===== src/rtl/voltmeter_minmax_display_top_defines.svh =====
// assertion macros for the voltmeter min/max display block
// expects clk_i and rst_ni in the scope of use
`ifndef VOLTMETER_MINMAX_DISPLAY_TOP_DEFINES_SVH
`define VOLTMETER_MINMAX_DISPLAY_TOP_DEFINES_SVH

// property holds at every edge out of reset
`define VMD_ASSERT(name, prop, msg) \
  name: assert property (@(posedge clk_i) disable iff (!rst_ni) prop) else $error(msg);

// condition never seen out of reset
`define VMD_ASSERT_NEVER(name, cond, msg) \
  name: assert property (@(posedge clk_i) disable iff (!rst_ni) !(cond)) else $error(msg);

`endif


===== src/rtl/vmd_pkg.sv =====
// shared types, constants and helper functions of the voltmeter display block
// no dependencies
package vmd_pkg;

  localparam int unsigned SAMPLES_PER_AVERAGE_DEF = 8;
  localparam int unsigned QUEUE_DEPTH_DEF         = 4;

  localparam int unsigned OP_W      = 2;
  localparam int unsigned SAMPLE_W  = 10;
  localparam int unsigned CHAR_W    = 8;
  localparam int unsigned SEG_W     = 7;
  localparam int unsigned VOLT_W    = 6;
  localparam int unsigned DIGIT_W   = 4;
  localparam int unsigned MSG_IDX_W = 4;

  localparam int unsigned VOLT_STEPS   = 33;
  localparam int unsigned ADC_FULL     = 1023;
  localparam int unsigned ADC_ROUND    = 511;
  localparam int unsigned DECIMAL_BASE = 10;

  localparam logic [OP_W-1:0] OP_SAMPLE = 2'd0;
  localparam logic [OP_W-1:0] OP_TICK   = 2'd1;
  localparam logic [OP_W-1:0] OP_RX     = 2'd2;

  localparam logic KIND_DISPLAY = 1'b0;
  localparam logic KIND_TX      = 1'b1;

  localparam logic [CHAR_W-1:0] CHAR_MAX  = 8'h4D;
  localparam logic [CHAR_W-1:0] CHAR_MIN  = 8'h6D;
  localparam logic [CHAR_W-1:0] CHAR_NL   = 8'h0A;
  localparam logic [CHAR_W-1:0] CHAR_ZERO = 8'd48;

  localparam logic [VOLT_W-1:0] VOLT_LOW_RESET = 6'd33;

  localparam int unsigned LABEL_LEN    = 8;
  localparam int unsigned MSG_TENS_POS = 8;
  localparam int unsigned MSG_ONES_POS = 9;
  localparam int unsigned MSG_LEN      = 11;

  localparam logic [8*LABEL_LEN-1:0] LABEL_MAX = "voltMax:";
  localparam logic [8*LABEL_LEN-1:0] LABEL_MIN = "voltMin:";

  typedef enum logic [1:0] {
    CLS_AVG,
    CLS_TICK,
    CLS_MAX,
    CLS_MIN
  } cls_e;

  typedef struct packed {
    logic               is_msg;
    logic               is_max;
    logic [SEG_W-1:0]   segments;
    logic               digit_select;
    logic [DIGIT_W-1:0] tens;
    logic [DIGIT_W-1:0] ones;
  } job_t;

  typedef struct packed {
    logic              kind;
    logic [SEG_W-1:0]  segments;
    logic              digit_select;
    logic [CHAR_W-1:0] tx_byte;
    logic              last;
  } res_t;

  function automatic logic [DIGIT_W-1:0] tens_of(logic [VOLT_W-1:0] v);
    logic [DIGIT_W-1:0] t;
    t = '0;
    if (v >= VOLT_W'(60))      t = DIGIT_W'(6);
    else if (v >= VOLT_W'(50)) t = DIGIT_W'(5);
    else if (v >= VOLT_W'(40)) t = DIGIT_W'(4);
    else if (v >= VOLT_W'(30)) t = DIGIT_W'(3);
    else if (v >= VOLT_W'(20)) t = DIGIT_W'(2);
    else if (v >= VOLT_W'(10)) t = DIGIT_W'(1);
    return t;
  endfunction

  function automatic logic [DIGIT_W-1:0] ones_of(logic [VOLT_W-1:0] v);
    logic [VOLT_W-1:0] rem;
    rem = v - VOLT_W'(VOLT_W'(tens_of(v)) * VOLT_W'(DECIMAL_BASE));
    return rem[DIGIT_W-1:0];
  endfunction

  function automatic logic [SEG_W-1:0] seg_of(logic [DIGIT_W-1:0] d);
    logic [SEG_W-1:0] s;
    case (d)
      4'd0:    s = 7'h3F;
      4'd1:    s = 7'h06;
      4'd2:    s = 7'h5B;
      4'd3:    s = 7'h4F;
      4'd4:    s = 7'h66;
      4'd5:    s = 7'h6D;
      4'd6:    s = 7'h7D;
      4'd7:    s = 7'h07;
      4'd8:    s = 7'h7F;
      4'd9:    s = 7'h6F;
      default: s = '0;
    endcase
    return s;
  endfunction

  function automatic logic [CHAR_W-1:0] msg_byte(job_t j, logic [MSG_IDX_W-1:0] idx);
    logic [8*LABEL_LEN-1:0] lbl;
    logic [CHAR_W-1:0]      b;
    int unsigned            pos;
    lbl = j.is_max ? LABEL_MAX : LABEL_MIN;
    pos = int'(idx[2:0]);
    if (idx < MSG_IDX_W'(LABEL_LEN))          b = lbl[8*(LABEL_LEN-1-pos) +: 8];
    else if (idx == MSG_IDX_W'(MSG_TENS_POS)) b = CHAR_ZERO + CHAR_W'(j.tens);
    else if (idx == MSG_IDX_W'(MSG_ONES_POS)) b = CHAR_ZERO + CHAR_W'(j.ones);
    else                                      b = CHAR_NL;
    return b;
  endfunction

endpackage


===== src/rtl/vmd_if.sv =====
// valid/ready channel interfaces for requests in and results out
// depends on vmd_pkg
interface vmd_in_if import vmd_pkg::*; ();
  logic                valid;
  logic                ready;
  logic [OP_W-1:0]     op;
  logic [SAMPLE_W-1:0] sample;
  logic [CHAR_W-1:0]   rx_char;

  modport source (output valid, op, sample, rx_char, input ready);
  modport sink   (input valid, op, sample, rx_char, output ready);
endinterface

interface vmd_out_if import vmd_pkg::*; ();
  logic              valid;
  logic              ready;
  logic              kind;
  logic [SEG_W-1:0]  segments;
  logic              digit_select;
  logic [CHAR_W-1:0] tx_byte;
  logic              last;

  modport source (output valid, kind, segments, digit_select, tx_byte, last, input ready);
  modport sink   (input valid, kind, segments, digit_select, tx_byte, last, output ready);
endinterface


===== src/rtl/vmd_fifo.sv =====
// small job queue between front and back end, flop storage
// depends on vmd_pkg
module vmd_fifo import vmd_pkg::*; #(
  parameter int unsigned DEPTH = QUEUE_DEPTH_DEF
) (
  input  logic clk_i,
  input  logic rst_ni,
  input  logic push_i,
  input  job_t data_i,
  input  logic pop_i,
  output job_t data_o,
  output logic full_o,
  output logic empty_o
);

  localparam int unsigned PTR_W = $clog2(DEPTH);
  localparam int unsigned CNT_W = $clog2(DEPTH + 1);

  job_t             mem_q [DEPTH];
  logic [PTR_W-1:0] wr_ptr_q, wr_ptr_d;
  logic [PTR_W-1:0] rd_ptr_q, rd_ptr_d;
  logic [CNT_W-1:0] cnt_q, cnt_d;

  assign full_o  = (cnt_q == CNT_W'(DEPTH));
  assign empty_o = (cnt_q == '0);
  assign data_o  = mem_q[rd_ptr_q];

  always_comb begin
    wr_ptr_d = wr_ptr_q;
    rd_ptr_d = rd_ptr_q;
    cnt_d    = cnt_q;
    if (push_i) begin
      wr_ptr_d = (wr_ptr_q == PTR_W'(DEPTH - 1)) ? '0 : wr_ptr_q + 1'b1;
    end
    if (pop_i) begin
      rd_ptr_d = (rd_ptr_q == PTR_W'(DEPTH - 1)) ? '0 : rd_ptr_q + 1'b1;
    end
    if (push_i && !pop_i) begin
      cnt_d = cnt_q + 1'b1;
    end else if (pop_i && !push_i) begin
      cnt_d = cnt_q - 1'b1;
    end
  end

  always_ff @(posedge clk_i or negedge rst_ni) begin
    if (!rst_ni) begin
      wr_ptr_q <= '0;
      rd_ptr_q <= '0;
      cnt_q    <= '0;
    end else begin
      wr_ptr_q <= wr_ptr_d;
      rd_ptr_q <= rd_ptr_d;
      cnt_q    <= cnt_d;
    end
  end

  always_ff @(posedge clk_i) begin
    if (push_i) begin
      mem_q[wr_ptr_q] <= data_i;
    end
  end

endmodule


===== src/rtl/vmd_front.sv =====
// front end: accepts requests, averages samples, tracks min/max, builds jobs
// depends on vmd_pkg and vmd_if
module vmd_front import vmd_pkg::*; #(
  parameter int unsigned SAMPLES_PER_AVERAGE = SAMPLES_PER_AVERAGE_DEF
) (
  input  logic     clk_i,
  input  logic     rst_ni,
  vmd_in_if.sink   in_i,
  output job_t     job_o,
  output logic     push_o,
  input  logic     full_i
);

  localparam int unsigned SUM_W = $clog2(SAMPLES_PER_AVERAGE * ADC_FULL + 1);
  localparam int unsigned CNT_W = $clog2(SAMPLES_PER_AVERAGE);

  logic [SUM_W-1:0]      sum_q, sum_d;
  logic [CNT_W-1:0]      cnt_q, cnt_d;
  logic [SUM_W-1:0]      sum_next;
  logic                  wrap;
  logic [VOLT_STEPS-1:0] thermo;

  logic                  advance;
  logic                  accept;
  logic                  cls_valid;
  cls_e                  cls;

  logic                  s1_valid_q;
  cls_e                  s1_cls_q;
  logic [VOLT_STEPS-1:0] s1_thermo_q;
  logic [VOLT_STEPS:0]   thermo_ext;
  logic [VOLT_W-1:0]     volt_enc;

  logic                  s2_valid_q;
  cls_e                  s2_cls_q;
  logic [VOLT_W-1:0]     s2_volt_q;

  logic [VOLT_W-1:0]     volt_now_q, volt_now_d;
  logic [VOLT_W-1:0]     volt_low_q, volt_low_d;
  logic [VOLT_W-1:0]     volt_high_q, volt_high_d;
  logic                  show_high_q, show_high_d;
  logic [DIGIT_W-1:0]    digit;
  logic [VOLT_W-1:0]     msg_volt;

  assign advance    = !(s2_valid_q && (s2_cls_q != CLS_AVG) && full_i);
  assign in_i.ready = advance;
  assign accept     = in_i.valid && advance;
  assign push_o     = s2_valid_q && (s2_cls_q != CLS_AVG) && advance;

  // sample accumulation
  assign sum_next = sum_q + SUM_W'(in_i.sample);
  assign wrap     = (cnt_q == CNT_W'(SAMPLES_PER_AVERAGE - 1));

  // volt >= k exactly when the sum reaches the scaled rounding threshold
  for (genvar k = 1; k <= VOLT_STEPS; k++) begin : g_thr
    localparam int unsigned THR =
      SAMPLES_PER_AVERAGE * ((ADC_FULL * k - ADC_ROUND + VOLT_STEPS - 1) / VOLT_STEPS);
    assign thermo[k-1] = (sum_next >= SUM_W'(THR));
  end

  always_comb begin
    sum_d = sum_q;
    cnt_d = cnt_q;
    if (accept && (in_i.op == OP_SAMPLE)) begin
      sum_d = wrap ? '0 : sum_next;
      cnt_d = wrap ? '0 : cnt_q + 1'b1;
    end
  end

  // request decode
  always_comb begin
    cls_valid = 1'b0;
    cls       = CLS_TICK;
    unique case (in_i.op)
      OP_SAMPLE: begin
        cls_valid = wrap;
        cls       = CLS_AVG;
      end
      OP_TICK: begin
        cls_valid = 1'b1;
        cls       = CLS_TICK;
      end
      OP_RX: begin
        if (in_i.rx_char == CHAR_MAX) begin
          cls_valid = 1'b1;
          cls       = CLS_MAX;
        end else if (in_i.rx_char == CHAR_MIN) begin
          cls_valid = 1'b1;
          cls       = CLS_MIN;
        end
      end
      default: begin
        cls_valid = 1'b0;
      end
    endcase
  end

  // thermometer to binary
  assign thermo_ext = {1'b0, s1_thermo_q};

  always_comb begin
    volt_enc = '0;
    for (int k = 0; k < VOLT_STEPS; k++) begin
      if (thermo_ext[k] && !thermo_ext[k+1]) begin
        volt_enc = volt_enc | VOLT_W'(k + 1);
      end
    end
  end

  // state update at the last stage
  always_comb begin
    volt_now_d  = volt_now_q;
    volt_low_d  = volt_low_q;
    volt_high_d = volt_high_q;
    show_high_d = show_high_q;
    if (s2_valid_q && advance) begin
      case (s2_cls_q)
        CLS_AVG: begin
          volt_now_d = s2_volt_q;
          if (s2_volt_q > volt_high_q) volt_high_d = s2_volt_q;
          if (s2_volt_q < volt_low_q)  volt_low_d  = s2_volt_q;
        end
        CLS_TICK: begin
          show_high_d = !show_high_q;
        end
        default: begin
          show_high_d = show_high_q;
        end
      endcase
    end
  end

  // job build
  assign digit    = show_high_q ? tens_of(volt_now_q) : ones_of(volt_now_q);
  assign msg_volt = (s2_cls_q == CLS_MAX) ? volt_high_q : volt_low_q;

  always_comb begin
    job_o = '0;
    if (s2_cls_q == CLS_TICK) begin
      job_o.segments     = seg_of(digit);
      job_o.digit_select = show_high_q;
    end else begin
      job_o.is_msg = 1'b1;
      job_o.is_max = (s2_cls_q == CLS_MAX);
      job_o.tens   = tens_of(msg_volt);
      job_o.ones   = ones_of(msg_volt);
    end
  end

  always_ff @(posedge clk_i or negedge rst_ni) begin
    if (!rst_ni) begin
      sum_q       <= '0;
      cnt_q       <= '0;
      s1_valid_q  <= 1'b0;
      s2_valid_q  <= 1'b0;
      volt_now_q  <= '0;
      volt_low_q  <= VOLT_LOW_RESET;
      volt_high_q <= '0;
      show_high_q <= 1'b0;
    end else begin
      sum_q       <= sum_d;
      cnt_q       <= cnt_d;
      volt_now_q  <= volt_now_d;
      volt_low_q  <= volt_low_d;
      volt_high_q <= volt_high_d;
      show_high_q <= show_high_d;
      if (advance) begin
        s1_valid_q <= accept && cls_valid;
        s2_valid_q <= s1_valid_q;
      end
    end
  end

  always_ff @(posedge clk_i) begin
    if (advance) begin
      s1_cls_q    <= cls;
      s1_thermo_q <= thermo;
      s2_cls_q    <= s1_cls_q;
      s2_volt_q   <= volt_enc;
    end
  end

endmodule


===== src/rtl/vmd_back.sv =====
// back end: expands jobs into display drives and serial bytes, output register
// depends on vmd_pkg and vmd_if
module vmd_back import vmd_pkg::*; (
  input  logic      clk_i,
  input  logic      rst_ni,
  input  job_t      job_i,
  input  logic      empty_i,
  output logic      pop_o,
  vmd_out_if.source out_o
);

  logic [MSG_IDX_W-1:0] idx_q, idx_d;
  logic                 out_valid_q, out_valid_d;
  res_t                 res_q, res_d;
  logic                 load;
  logic                 final_res;

  assign load      = !empty_i && (!out_valid_q || out_o.ready);
  assign final_res = !job_i.is_msg || (idx_q == MSG_IDX_W'(MSG_LEN - 1));
  assign pop_o     = load && final_res;

  always_comb begin
    res_d = '0;
    if (job_i.is_msg) begin
      res_d.kind    = KIND_TX;
      res_d.tx_byte = msg_byte(job_i, idx_q);
      res_d.last    = final_res;
    end else begin
      res_d.kind         = KIND_DISPLAY;
      res_d.segments     = job_i.segments;
      res_d.digit_select = job_i.digit_select;
      res_d.last         = 1'b1;
    end
  end

  always_comb begin
    idx_d       = idx_q;
    out_valid_d = out_valid_q;
    if (load) begin
      idx_d       = final_res ? '0 : idx_q + 1'b1;
      out_valid_d = 1'b1;
    end else if (out_o.ready) begin
      out_valid_d = 1'b0;
    end
  end

  always_ff @(posedge clk_i or negedge rst_ni) begin
    if (!rst_ni) begin
      idx_q       <= '0;
      out_valid_q <= 1'b0;
    end else begin
      idx_q       <= idx_d;
      out_valid_q <= out_valid_d;
    end
  end

  always_ff @(posedge clk_i) begin
    if (load) begin
      res_q <= res_d;
    end
  end

  assign out_o.valid        = out_valid_q;
  assign out_o.kind         = res_q.kind;
  assign out_o.segments     = res_q.segments;
  assign out_o.digit_select = res_q.digit_select;
  assign out_o.tx_byte      = res_q.tx_byte;
  assign out_o.last         = res_q.last;

endmodule


===== src/rtl/voltmeter_minmax_display_top.sv =====
// Voltmeter with min/max tracking, a two-digit seven-segment drive and a serial
// report. A request is taken every cycle unless the job queue is full: samples
// are averaged in a two-stage front pipeline, display ticks give one result and
// an 'M' or 'm' character gives eleven message bytes. The back end sends one
// result per cycle from its output register while the output is ready; QUEUE_DEPTH
// + 1 jobs can wait behind a message (QUEUE_DEPTH - 1 in the queue, two in the
// front pipeline) before the input stalls. A request passes the two front stages,
// the job queue and the output register before its result appears.
// Depends on vmd_pkg, vmd_if, vmd_fifo, vmd_front and vmd_back.
`include "voltmeter_minmax_display_top_defines.svh"

module voltmeter_minmax_display_top import vmd_pkg::*; #(
  parameter int unsigned SAMPLES_PER_AVERAGE = SAMPLES_PER_AVERAGE_DEF,
  parameter int unsigned QUEUE_DEPTH         = QUEUE_DEPTH_DEF
) (
  input  logic      clk_i,
  input  logic      rst_ni,
  vmd_in_if.sink    in_i,
  vmd_out_if.source out_o
);

  job_t q_wr_data;
  job_t q_rd_data;
  logic q_push;
  logic q_pop;
  logic q_full;
  logic q_empty;

  vmd_front #(
    .SAMPLES_PER_AVERAGE(SAMPLES_PER_AVERAGE)
  ) u_front (
    .clk_i  (clk_i),
    .rst_ni (rst_ni),
    .in_i   (in_i),
    .job_o  (q_wr_data),
    .push_o (q_push),
    .full_i (q_full)
  );

  vmd_fifo #(
    .DEPTH(QUEUE_DEPTH)
  ) u_fifo (
    .clk_i   (clk_i),
    .rst_ni  (rst_ni),
    .push_i  (q_push),
    .data_i  (q_wr_data),
    .pop_i   (q_pop),
    .data_o  (q_rd_data),
    .full_o  (q_full),
    .empty_o (q_empty)
  );

  vmd_back u_back (
    .clk_i   (clk_i),
    .rst_ni  (rst_ni),
    .job_i   (q_rd_data),
    .empty_i (q_empty),
    .pop_o   (q_pop),
    .out_o   (out_o)
  );

  `VMD_ASSERT_NEVER(a_no_push_full, q_push && q_full, "job queue written while full")
  `VMD_ASSERT_NEVER(a_no_pop_empty, q_pop && q_empty, "job queue read while empty")
  `VMD_ASSERT(a_stall_cause, !in_i.ready |-> q_full, "input stalled without a full queue")
  `VMD_ASSERT(a_display_single, out_o.valid && out_o.kind == KIND_DISPLAY |-> out_o.last && out_o.tx_byte == '0, "display result not single or has a byte")

endmodule

===== src/flat_wrapper.sv =====
// flat-port wrapper written by rule: the top's interface ports become plain ports
module voltmeter_minmax_display_top_flat import vmd_pkg::*;
#(
  parameter int unsigned SAMPLES_PER_AVERAGE = SAMPLES_PER_AVERAGE_DEF,
  parameter int unsigned QUEUE_DEPTH         = QUEUE_DEPTH_DEF
)
  (clk_i, rst_ni, in_i_valid, in_i_op, in_i_sample, in_i_rx_char, in_i_ready, out_o_valid, out_o_kind, out_o_segments, out_o_digit_select, out_o_tx_byte, out_o_last, out_o_ready);
  vmd_in_if in_i_i ();
  vmd_out_if out_o_i ();
  input  logic clk_i;
  input  logic rst_ni;
  input wire logic [$bits(in_i_i.valid)-1:0] in_i_valid;
  input wire logic [$bits(in_i_i.op)-1:0] in_i_op;
  input wire logic [$bits(in_i_i.sample)-1:0] in_i_sample;
  input wire logic [$bits(in_i_i.rx_char)-1:0] in_i_rx_char;
  output wire logic [$bits(in_i_i.ready)-1:0] in_i_ready;
  output wire logic [$bits(out_o_i.valid)-1:0] out_o_valid;
  output wire logic [$bits(out_o_i.kind)-1:0] out_o_kind;
  output wire logic [$bits(out_o_i.segments)-1:0] out_o_segments;
  output wire logic [$bits(out_o_i.digit_select)-1:0] out_o_digit_select;
  output wire logic [$bits(out_o_i.tx_byte)-1:0] out_o_tx_byte;
  output wire logic [$bits(out_o_i.last)-1:0] out_o_last;
  input wire logic [$bits(out_o_i.ready)-1:0] out_o_ready;
  assign in_i_i.valid = in_i_valid;
  assign in_i_i.op = in_i_op;
  assign in_i_i.sample = in_i_sample;
  assign in_i_i.rx_char = in_i_rx_char;
  assign in_i_ready = in_i_i.ready;
  assign out_o_valid = out_o_i.valid;
  assign out_o_kind = out_o_i.kind;
  assign out_o_segments = out_o_i.segments;
  assign out_o_digit_select = out_o_i.digit_select;
  assign out_o_tx_byte = out_o_i.tx_byte;
  assign out_o_last = out_o_i.last;
  assign out_o_i.ready = out_o_ready;
  voltmeter_minmax_display_top #(.SAMPLES_PER_AVERAGE(SAMPLES_PER_AVERAGE), .QUEUE_DEPTH(QUEUE_DEPTH)) u_core (.clk_i(clk_i), .rst_ni(rst_ni), .in_i(in_i_i), .out_o(out_o_i));
endmodule

===== config.mk =====
export PLATFORM = sky130hd
export DESIGN_NAME = voltmeter_minmax_display_top_flat
export DESIGN_NICKNAME = d
export VERILOG_FILES = /design/src/rtl/vmd_pkg.sv /design/src/rtl/vmd_if.sv /design/src/rtl/vmd_fifo.sv /design/src/rtl/vmd_front.sv /design/src/rtl/vmd_back.sv /design/src/rtl/voltmeter_minmax_display_top.sv /design/src/flat_wrapper.sv
export VERILOG_INCLUDE_DIRS = /design/src /design/src/rtl
export SDC_FILE = /design/constraint.sdc
export NUM_CORES = 1
export LEC_CHECK = 0
export ABC_AREA = 1
export BUFFER_PORTS_ARGS = -buffer_cell sky130_fd_sc_hd__buf_2
export CORE_MARGIN = 2
export CORE_UTILIZATION = 40
export DETAILED_ROUTE_END_ITERATION = 10
export PLACE_DENSITY = 0.67
export SLEW_MARGIN = 10
export SYNTH_ARGS = -nofsm -noshare
export SYNTH_HDL_FRONTEND = slang
export SYNTH_SLANG_ARGS = --single-unit

===== constraint.sdc =====
create_clock -name clk_i -period 3.2 [get_ports clk_i]
set_input_delay 0.16 -clock clk_i [delete_from_list [all_inputs] [get_ports clk_i]]
set_output_delay 0.16 -clock clk_i [all_outputs]
set_load 0.05 [all_outputs]

==> out/results.txt, run 1 <==
Status - completed
R2r worst-path depth - 13
CORE AREA - 24100 sq um
Min cycle time layout - 2.73 ns
Post-synthesis sequential area ratio - 52.0%
Setup violators final - 0
Num ports - 44
GP Congestion - 0.892
Htree depth - 4
FFs w/ async S/R, synth - 27.7%
Remaining DRCs - 0
Top_reg_cell synth - edfxtp_1
Max Clk Rate - 0.367 GHz
R2R setup slack - 0.47 ns
Worst-Margin Slew - 0.779 ns
CP Class - reg -> reg
HP Start - in_i_op[1]
DP Area - 10400 sq um
Worst Setup SP - u_core.u_front.volt_now_q[3]
Final Cell Area - 10900 sq um
Hold path endpoint - u_core.u_front.cnt_q[1]
Syn Nets - 1162
DR vias - 7393
Power per cell area - 1110 nW/um^2
Layout cells sized above 1 - 13.3%
CTS sink cnt - 177
Die area - 25600 sq um
Area leader, netlist - edfxtp_1
Netlist cell types - 52
Avg WL per Cell - 13.9 um
Initial DRT Pass Iterations - 7
Worst min-delay path class - in -> reg
Clock skew - 0.0143 ns
Total Wirelength - 20.7 mm
Routed Antenna Nets - 0
Critical Path Start Type - register
Largest net degree at the start of global routing - 47
Crit path DAT - 2.95 ns
VDD IR max - 586 uV
Syn Area/Cell - 8.92 sq um
Worst rel slew slack - 48.0%
Die Wd - 160 um
Layout area overhead - 12.3%
Clock buffer depth - 2
Final HPWL DP - 15.2 mm
Crit Reg-Reg Startpoint - u_core.u_front.volt_now_q[3]
Leakage - 0.00498 uW
Cell row count - 57
Layout Nets - 1218
First-pass GRT wire length - 35.1 mm
Final setup TNS - 0 ns
Mapped Area - 9750 sq um
CP required - 3.43 ns
GR Overflow Total - 0
Top cells by area, synth - edfxtp_1 39%, dfrtp_1 12%, nand2_1 10%, inv_1 5.4%, ha_1 5.3%
Total GRT Usage - 17.0%
Slew Limit Fails - 0
Detailed Route Iter0 Violations - 476
Overall Power - 12100 uW
Worst setup EP type - register
CTS root buffer - clkbuf_16
Number of global-route vias before repair - 7439
Maxcap violations - 0
TritonCTS clock tree - done
Gate Count Post-Synth - 1093
Reg2Reg Capture Point - u_core.u_fifo.mem_q[1][12]
Synth top cells by count - 261 x nand2_1, 140 x inv_1, 128 x edfxtp_1, 108 x nor2_1, 78 x o21ai_0
# placed instances - 1453
EDFF count, synth - 128
Antenna violations before repair - 1
Chip height - 160 um
Synth top area share - 39.4%
Post-DR vias/cell - 4.97
Post-CTS setup buffer count - 0
Final period utilization - 85.2%
Port bufs - 42
Hold Vio Cnt, Final - 0
Non-filler cells, final - 1487
Number of warnings issued by yosys - 0
RSZ-0062 raised after global routing - no
Yosys reg bits - 177
WHS Path Cells - 4
Clock buffer count from CTS - 17
Count leader, synth - nand2_1
Crit Path Max Fanout - 6
Starting Density - 40.4%
Worst skew pair latency - 0.43 ns
Worst-path clk slew - 0.07 ns
-- layer usage --
layer	track usage, %	wire length, um	up-vias
li1	-	-	3763
met1	20.2	8910	3427
met2	30.6	10500	176
met3	3.32	924	27
met4	5.98	326	0
met5	0	0	-
-- state kept, by name, summed over array words and instances (netlist names), 6 cells and up --
register / count
u_core.u_back.out_o.segments: 7
u_core.u_back.out_o.tx_byte: 7
u_core.u_fifo.mem_q: 68
u_core.u_front.s1_thermo_q: 33
u_core.u_front.s2_volt_q: 6
u_core.u_front.sum_q: 13
u_core.u_front.volt_high_q: 6
u_core.u_front.volt_low_q: 6
u_core.u_front.volt_now_q: 6
-- report_power, final --
group	switching, uW	internal (uW)	total, uW
logic	4260	1900	6160
registers	412	3550	3970
clock network	961	1040	2000
-- layout by cell type (no fill, tap or decap), types with 8 or more instances in the layout --
| cell type | count |
|---|---|
| or2_2 | 8 |
| inv_1 | 140 |
| nand3_1 | 60 |
| o21ai_0 | 78 |
| buf_4 | 14 |
| buf_2 | 42 |
| o21ai_1 | 18 |
| a21oi_1 | 35 |
| ha_1 | 41 |
| nor2_1 | 108 |
| o22ai_1 | 15 |
| clkbuf_16 | 17 |
| nand2_1 | 261 |
| nand2_2 | 16 |
| edfxtp_1 | 128 |
| dfrtp_1 | 47 |
| inv_2 | 11 |
| nor3_1 | 9 |
| nand4_1 | 22 |
-- logic make-up after synthesis --
family                     after synthesis  share of synthesized area (%)
AOI/OAI and AO/OA                      175                           10.1
and+or+nand+nor                        514                           23.7
xor gates and xnor gates                 8                          0.912
buffers and inverters                  173                           7.10
DFF                                    177                           52.0
adders and majority gates               45                           6.09
other                                    1                         0.0385
-- layout make-up --
type | count | area (sq um)
fillers | 2343 | 13200
flip-flops and latches | 177 | 5070
clock inverters | 14 | 141
diodes | 1 | 2.50
clock buffers | 18 | 429
multi-input cells | 743 | 3990
well taps | 324 | 405
inverters | 153 | 577
repair buffers | 57 | 325
-- how the worst max path moves through the flow --
stage / to / slack [ns] / depth (start not counted)
finish: u_core.u_fifo.mem_q[1][12] / 0.47 / 13
global route: u_core.u_fifo.mem_q[2][11] / 0.16 / 14
global placement: u_core.u_fifo.mem_q[0][15] / 0.58 / 16
detailed placement: u_core.u_fifo.mem_q[1][12] / 0.50 / 13
CTS: u_core.u_fifo.mem_q[1][12] / 0.48 / 13
floorplan: u_core.u_fifo.cnt_q[1] / 0.1 / 9
-- worst max-delay path, cell delays in order (launching register included) --
cell,delay [ns]
dfrtp_1,0.44
nand2_1,0.15
inv_1,0.07
a31oi_1,0.13
nand2_1,0.08
nand2_1,0.08
inv_1,0.04
ha_1,0.18
fa_1,0.48
o21a_1,0.21
o211ai_1,0.13
nand2_1,0.08
nand2_1,0.13
a21oi_1,0.32
-- metrics by stage --
| stage | util [%] | worst slack, ns | hold WS [ns] |
|---|---|---|---|
| floorplan | - | 0.0953 | -0.136 |
| global placement | 43.0 | 0.582 | 0.208 |
| detailed placement | 43.0 | 0.496 | 0.218 |
| CTS | 45.4 | 0.480 | 0.0603 |
| global route | 45.4 | 0.164 | 0.0922 |
| finish | 45.4 | 0.473 | 0.0745 |
-- timing repair --
action	CTS	global route
hold buffers	1	0
resized for setup	0	0
hold endpoints to repair	22	0
(Power assumes the default switching activity.)
==> run 2, diff against run 1 <==
--- a/config.mk
+++ b/config.mk
@@ -9,9 +9,9 @@
 export ABC_AREA = 1
 export BUFFER_PORTS_ARGS = -buffer_cell sky130_fd_sc_hd__buf_2
 export CORE_MARGIN = 2
-export CORE_UTILIZATION = 40
+export CORE_UTILIZATION = 52
 export DETAILED_ROUTE_END_ITERATION = 10
-export PLACE_DENSITY = 0.67
+export PLACE_DENSITY = 0.81
 export SLEW_MARGIN = 10
 export SYNTH_ARGS = -nofsm -noshare
 export SYNTH_HDL_FRONTEND = slang
==> out/results.txt, run 2 (same netlist as run 1, synthesis figures left out) <==
Commonest non-fill, non-tap cells in the layout - 261 x nand2_1, 140 x inv_1, 128 x edfxtp_1
R2R setup slack - 0.40 ns
GP Congestion - 0.905
Detailed Route Iter0 Violations - 476
Final period utilization - 87.6%
Worst setup EP type - register
Post-CTS setup buffer count - 0
Top delay family on crit path - simple AND/OR/NAND/NOR gates
Cell row count - 50
Slew Limit Fails - 0
Top reg by flops - u_core.u_fifo.mem_q
Hold_buf cts - 1
Final HPWL DP - 15.4 mm
# placed instances - 1363
Commonest non-fill, non-tap cell in the layout - nand2_1
Max Clk Rate - 0.357 GHz
HP Start - in_i_op[1]
Hold Vio Cnt, Final - 0
Avg WL per Cell - 15.0 um
Port bufs - 42
CTS root buffer - clkbuf_16
Post-DR vias/cell - 5.49
Final setup TNS - 0 ns
R2r worst-path depth - 16
CP required - 3.42 ns
Total GRT Usage - 22.5%
GR Overflow Total - 0
Total Wirelength - 21.0 mm
Initial DRT Pass Iterations - 6
DP Area - 10200 sq um
CP Class - reg -> reg
CTS sink cnt - 177
Post_cts resized - 0
First-pass GRT wire length - 35.5 mm
Clock skew - 0.0146 ns
Leakage - 0.00495 uW
Worst-path clk slew - 0.06 ns
Worst path slowest cell - dfrtp_1
Htree depth - 4
Min cycle time layout - 2.80 ns
Remaining DRCs - 0
Non-filler cells, final - 1396
Number of global-route vias before repair - 7486
Largest register FFs - 68
Power per cell area - 1120 nW/um^2
Crit Reg-Reg Startpoint - u_core.u_front.volt_now_q[5]
CORE AREA - 18500 sq um
Maxcap violations - 0
WHS Path Cells - 4
Max stage delay on crit path - 0.45 ns
Worst-Margin Slew - 0.921 ns
Worst min-delay path class - in -> reg
Layout Nets - 1218
Routed Antenna Nets - 0
Chip height - 141 um
Status - completed
Final Cell Area - 10800 sq um
VDD IR max - 629 uV
Biggest regs - u_core.u_fifo.mem_q x68, u_core.u_front.s1_thermo_q x33, u_core.u_front.sum_q x13
Layout cells sized above 1 - 13.1%
Antenna Cells - 0
Num ports - 44
Critical Path Start Type - register
Clock buffer depth - 2
Layout area overhead - 10.6%
TritonCTS clock tree - done
Largest net degree at the start of global routing - 47
Die area - 19900 sq um
Setup violators final - 0
Hold path endpoint - u_core.u_front.cnt_q[2]
Fin util - 58.2%
Antenna violations before repair - 0
Crit path depth - 16
Overall Power - 12100 uW
Worst rel slew slack - 38.6%
Crit path buf inv count - 4
RSZ-0062 raised after global routing - no
Crit path DAT - 3.03 ns
DR vias - 7658
Cell mode on critical path - nand2_1
Reg2Reg Capture Point - u_core.u_fifo.mem_q[3][15]
Worst-path cell chain - inv_1 -> nand2_1 -> o21ai_0 -> nand2_1 -> nand2_1 -> nand2_1 -> inv_1 -> ha_1 -> fa_1 -> xor2_1 -> inv_1 -> nand2_1 -> nand2_1 -> nor2_1 -> inv_1 -> a21oi_1
Die Wd - 141 um
Crit Path Max Fanout - 7
Clock buffer count from CTS - 17
Starting Density - 52.6%
Worst skew pair latency - 0.44 ns
-- run 2: cell types whose count changed in the layout (fill, tap and decap cells not counted), sizes merged --
cell      delta
diode        -1
inv          -5
clkbuf       +1
clkinv       +3
clkinvlp     +1
-- run 2: power by group --
group	switching, uW	internal, uW
Combinational	4370	1900
Sequential	430	3560
Clock	866	988
-- run 2: stage by stage --
stage / worst slack [ns] / hold WS [ns]
2_1_floorplan: 0.0953 / -0.136
3_3_place_gp: 0.608 / 0.348
3_5_place_dp: 0.489 / 0.351
4_1_cts: 0.430 / 0.0911
5_1_grt: 0.0368 / 0.136
6_report: 0.396 / 0.0954
-- run 2: worst min-delay path: cells and delay by family --
family | cells | cell delay, ns
and+or+nand+nor | 3 | 0.19
buffers and inverters | 1 | 0.14
-- run 2: layout make-up --
class | instances | area, sq um
fillers | 1564 | 7740
repair buffers | 57 | 325
well taps | 234 | 293
inverters | 153 | 577
clock inverters | 13 | 87.6
clock buffers | 19 | 433
multi-input cells | 743 | 3990
flip-flops and latches | 177 | 5070
-- run 2: worst max path at each step --
stage / startpoint / end
3_3_place_gp: u_core.u_front.volt_now_q[3] / u_core.u_fifo.mem_q[2][15]
5_1_grt: u_core.u_front.volt_now_q[5] / u_core.u_fifo.mem_q[3][15]
6_report: u_core.u_front.volt_now_q[5] / u_core.u_fifo.mem_q[3][15]
2_1_floorplan: u_core.u_back.out_o.valid / u_core.u_fifo.cnt_q[1]
3_5_place_dp: u_core.u_front.volt_now_q[3] / u_core.u_fifo.mem_q[2][15]
4_1_cts: u_core.u_front.volt_now_q[3] / u_core.u_fifo.mem_q[3][14]
-- run 2: routing by layer --
metal | share of wire [%] | vias up | GRT usage, %
met1 | 41 | 3637 | 26.3
li1 | - | 3760 | -
met5 | 0 | - | 0
met3 | 4.6 | 41 | 3.87
met4 | 2.5 | 0 | 7.84
met2 | 52 | 220 | 41.6
==> run 3, diff against run 2 <==
--- a/config.mk
+++ b/config.mk
@@ -6,11 +6,11 @@
 export SDC_FILE = /design/constraint.sdc
 export NUM_CORES = 1
 export LEC_CHECK = 0
-export ABC_AREA = 1
 export BUFFER_PORTS_ARGS = -buffer_cell sky130_fd_sc_hd__buf_2
 export CORE_MARGIN = 2
 export CORE_UTILIZATION = 52
 export DETAILED_ROUTE_END_ITERATION = 10
+export GPL_TIMING_DRIVEN = 0
 export PLACE_DENSITY = 0.81
 export SLEW_MARGIN = 10
 export SYNTH_ARGS = -nofsm -noshare
==> out/results.txt, run 3 <==
Worst rel slew slack - 38.2%
Area leader, netlist - edfxtp_1
Number of fill cells - 1401
Netlist cell types - 82
Cell mode on critical path - inv_1
R2r worst-path depth - 9
Area occupied by multi-input gates - 3940 sq um
Gate Count Post-Synth - 786
Min cycle time layout - 3.06 ns
FF/Latch Area - 5070 sq um
Crit Path Max Fanout - 10
Commonest non-fill, non-tap cell in the layout - edfxtp_1
First-pass GRT wire length - 30.4 mm
Final HPWL DP - 12.9 mm
Number of warnings issued by yosys - 0
Top_reg_cell synth - edfxtp_1
GP Congestion - 0.895
Setup violators final - 0
Biggest regs - u_core.u_fifo.mem_q x68, u_core.u_front.s1_thermo_q x33, u_core.u_front.sum_q x13
Crit path DAT - 3.37 ns
CTS root buffer - clkbuf_16
CORE AREA - 17800 sq um
Largest net degree at the start of global routing - 50
Hold WS - 0.0501 ns
Layout area overhead - 12.8%
Maxcap violations - 0
Port bufs - 42
Chip height - 138 um
Slew Limit Fails - 0
Num ports - 44
Synth top area share - 41.1%
Worst-Margin Slew - 0.927 ns
TritonCTS clock tree - done
Max stage delay on crit path - 0.66 ns
Top reg by flops - u_core.u_fifo.mem_q
Worst min-delay path class - in -> reg
Worst path slowest cell - mux4_2
Starting Density - 52.6%
Total Wirelength - 18.2 mm
Largest register FFs - 68
Hold Vio Cnt, Final - 0
Max Clk Rate - 0.327 GHz
Syn Nets - 855
EDFF count, synth - 128
Antenna Cells - 0
Commonest non-fill, non-tap cells in the layout - 128 x edfxtp_1, 55 x nand2_1, 53 x nor2_1
RSZ-0062 raised after global routing - no
Top cells by area, synth - edfxtp_1 41%, dfrtp_1 13%, ha_1 5.5%, mux4_2 4.1%, o21ai_0 2.6%
Worst-path clk slew - 0.07 ns
Worst setup EP type - register
CP required - 3.52 ns
Avg WL per Cell - 16.6 um
Worst skew pair latency - 0.43 ns
CP Class - reg -> reg
WHS Path Cells - 3
Initial DRT Pass Iterations - 5
Layout cells sized above 1 - 19.3%
Htree depth - 4
Clock buffer depth - 2
CTS sink cnt - 177
FFs w/ async S/R, synth - 27.7%
Count leader, synth - edfxtp_1
Layout Nets - 923
Total GRT Usage - 19.7%
DR vias - 6250
Detailed Route Iter0 Violations - 381
Routed Antenna Nets - 0
Post-synthesis sequential area ratio - 54.2%
Critical Path Start Type - register
Die area - 19100 sq um
Post-DR vias/cell - 5.70
Status - completed
Cell row count - 49
Clock buffer count from CTS - 17
Clock skew - 0.0127 ns
Final period utilization - 95.5%
Yosys reg bits - 177
Mapped Area - 9350 sq um
Syn Area/Cell - 11.9 sq um
Antenna violations before repair - 0
Die Wd - 138 um
Number of global-route vias before repair - 6228
Remaining DRCs - 0
Synth top cells by count - 128 x edfxtp_1, 55 x nand2_1, 53 x nor2_1, 48 x inv_1, 48 x o21ai_0
Worst-path cell chain - buf_4 -> mux4_2 -> o21ai_0 -> and2_1 -> inv_1 -> ha_1 -> inv_1 -> fa_1 -> mux2_2
GR Overflow Total - 0
[run 3: cell count changes in the layout (fill, tap and decap cells not counted), sizes merged, moves of 14 or more]
cell    previous run  this run
nand2            284        56
mux2               0        18
inv              153        61
nand3             62        29
nor2             116        54
nor2b              0        25
mux4               0        17
nand4             22         6
nand2b             0        14
o21ai            103        56
[run 3: cells by family (layout without fill, tap and decap cells)]
group | count (synthesis) | after routing | share of synthesized area, %
AOI/OAI and AO/OA | 188 | 188 | 13.4
adders and majority gates | 46 | 46 | 6.46
xor gates and xnor gates | 23 | 23 | 2.76
buffers and inverters | 83 | 164 | 3.91
muxes | 39 | 39 | 6.73
DFF | 177 | 177 | 54.2
and+or+nand+nor | 229 | 229 | 12.5
other | 1 | 1 | 0.0401
[run 3: final timing paths]
kind	startpoint	endpoint	slack [ns]
max	u_core.u_fifo.rd_ptr_q[0]	u_core.u_fifo.cnt_q[1]	0.14
min	in_i_rx_char[5]	u_core.u_front.s1_cls_q[0]	0.05
max reg2reg	u_core.u_fifo.rd_ptr_q[0]	u_core.u_fifo.cnt_q[1]	0.14
min reg2reg	u_core.u_front.s1_cls_q[0]	u_core.u_front.s2_cls_q[0]	0.42
max in group asynchronous	rst_ni	u_core.u_front.volt_now_q[1]	2.45
min in group asynchronous	rst_ni	u_core.u_front.sum_q[3]	0.32
[run 3: critical path: cells and delay by family (launching register included)]
| kind | cells | cell delay (ns) |
|---|---|---|
| flip-flops | 1 | 0.35 |
| multiplexers | 2 | 0.93 |
| buffers and inverters | 3 | 0.38 |
| adder cells (fa/ha/maj) | 2 | 0.62 |
| AO/OA/AOI/OAI | 1 | 0.30 |
| AND/OR/NAND/NOR | 1 | 0.35 |
[run 3: cell type report]
cell class | instances | area share [%]
plain buffers | 33 | 1.76
clock buffers | 17 | 4.03
clock inverters | 15 | 1.48
inverters | 49 | 1.77
multi-input cells | 526 | 37.4
flip-flops and latches | 177 | 48.1
well taps | 229 | 2.72
repair buffers | 50 | 2.80
[run 3: per-layer routing]
layer | vias up | GRT usage (%) | wire (um)
met1 | 3011 | 23.1 | 7480
met4 | 0 | 7.14 | 371
met2 | 161 | 35.9 | 9630
met5 | - | 0 | 0
li1 | 3046 | - | -
met3 | 32 | 4.19 | 669
[run 3: timing repair]
| action | in CTS | in global routing |
|---|---|---|
| hold buffers | 3 | 0 |
| gates resized for setup | 0 | 4 |
| hold endpoints to repair | 49 | 0 |
| endpoints found under the setup margin | 0 | 21 |
| buffers inserted | 0 | 2 |
[run 3: through the flow]
stage / std cells / area, sq um / utilization [%] / worst slack (ns) / TNS, ns
2_1_floorplan: 786 / 9370 / - / -0.521 / -7.14
4_1_cts: 1095 / 10500 / 59.1 / 0.00521 / 0
3_5_place_dp: 1060 / 9900 / 55.7 / 0.0342 / 0
6_report: 1096 / 10500 / 59.3 / 0.144 / 0
3_3_place_gp: 1057 / 9860 / 55.5 / -0.778 / -18.24
5_1_grt: 1096 / 10500 / 59.3 / 0.000790 / 0
Power of run 3 is not shown: default switching activity piles up to over one toggle a cycle in this logic, so the estimate is an artifact.
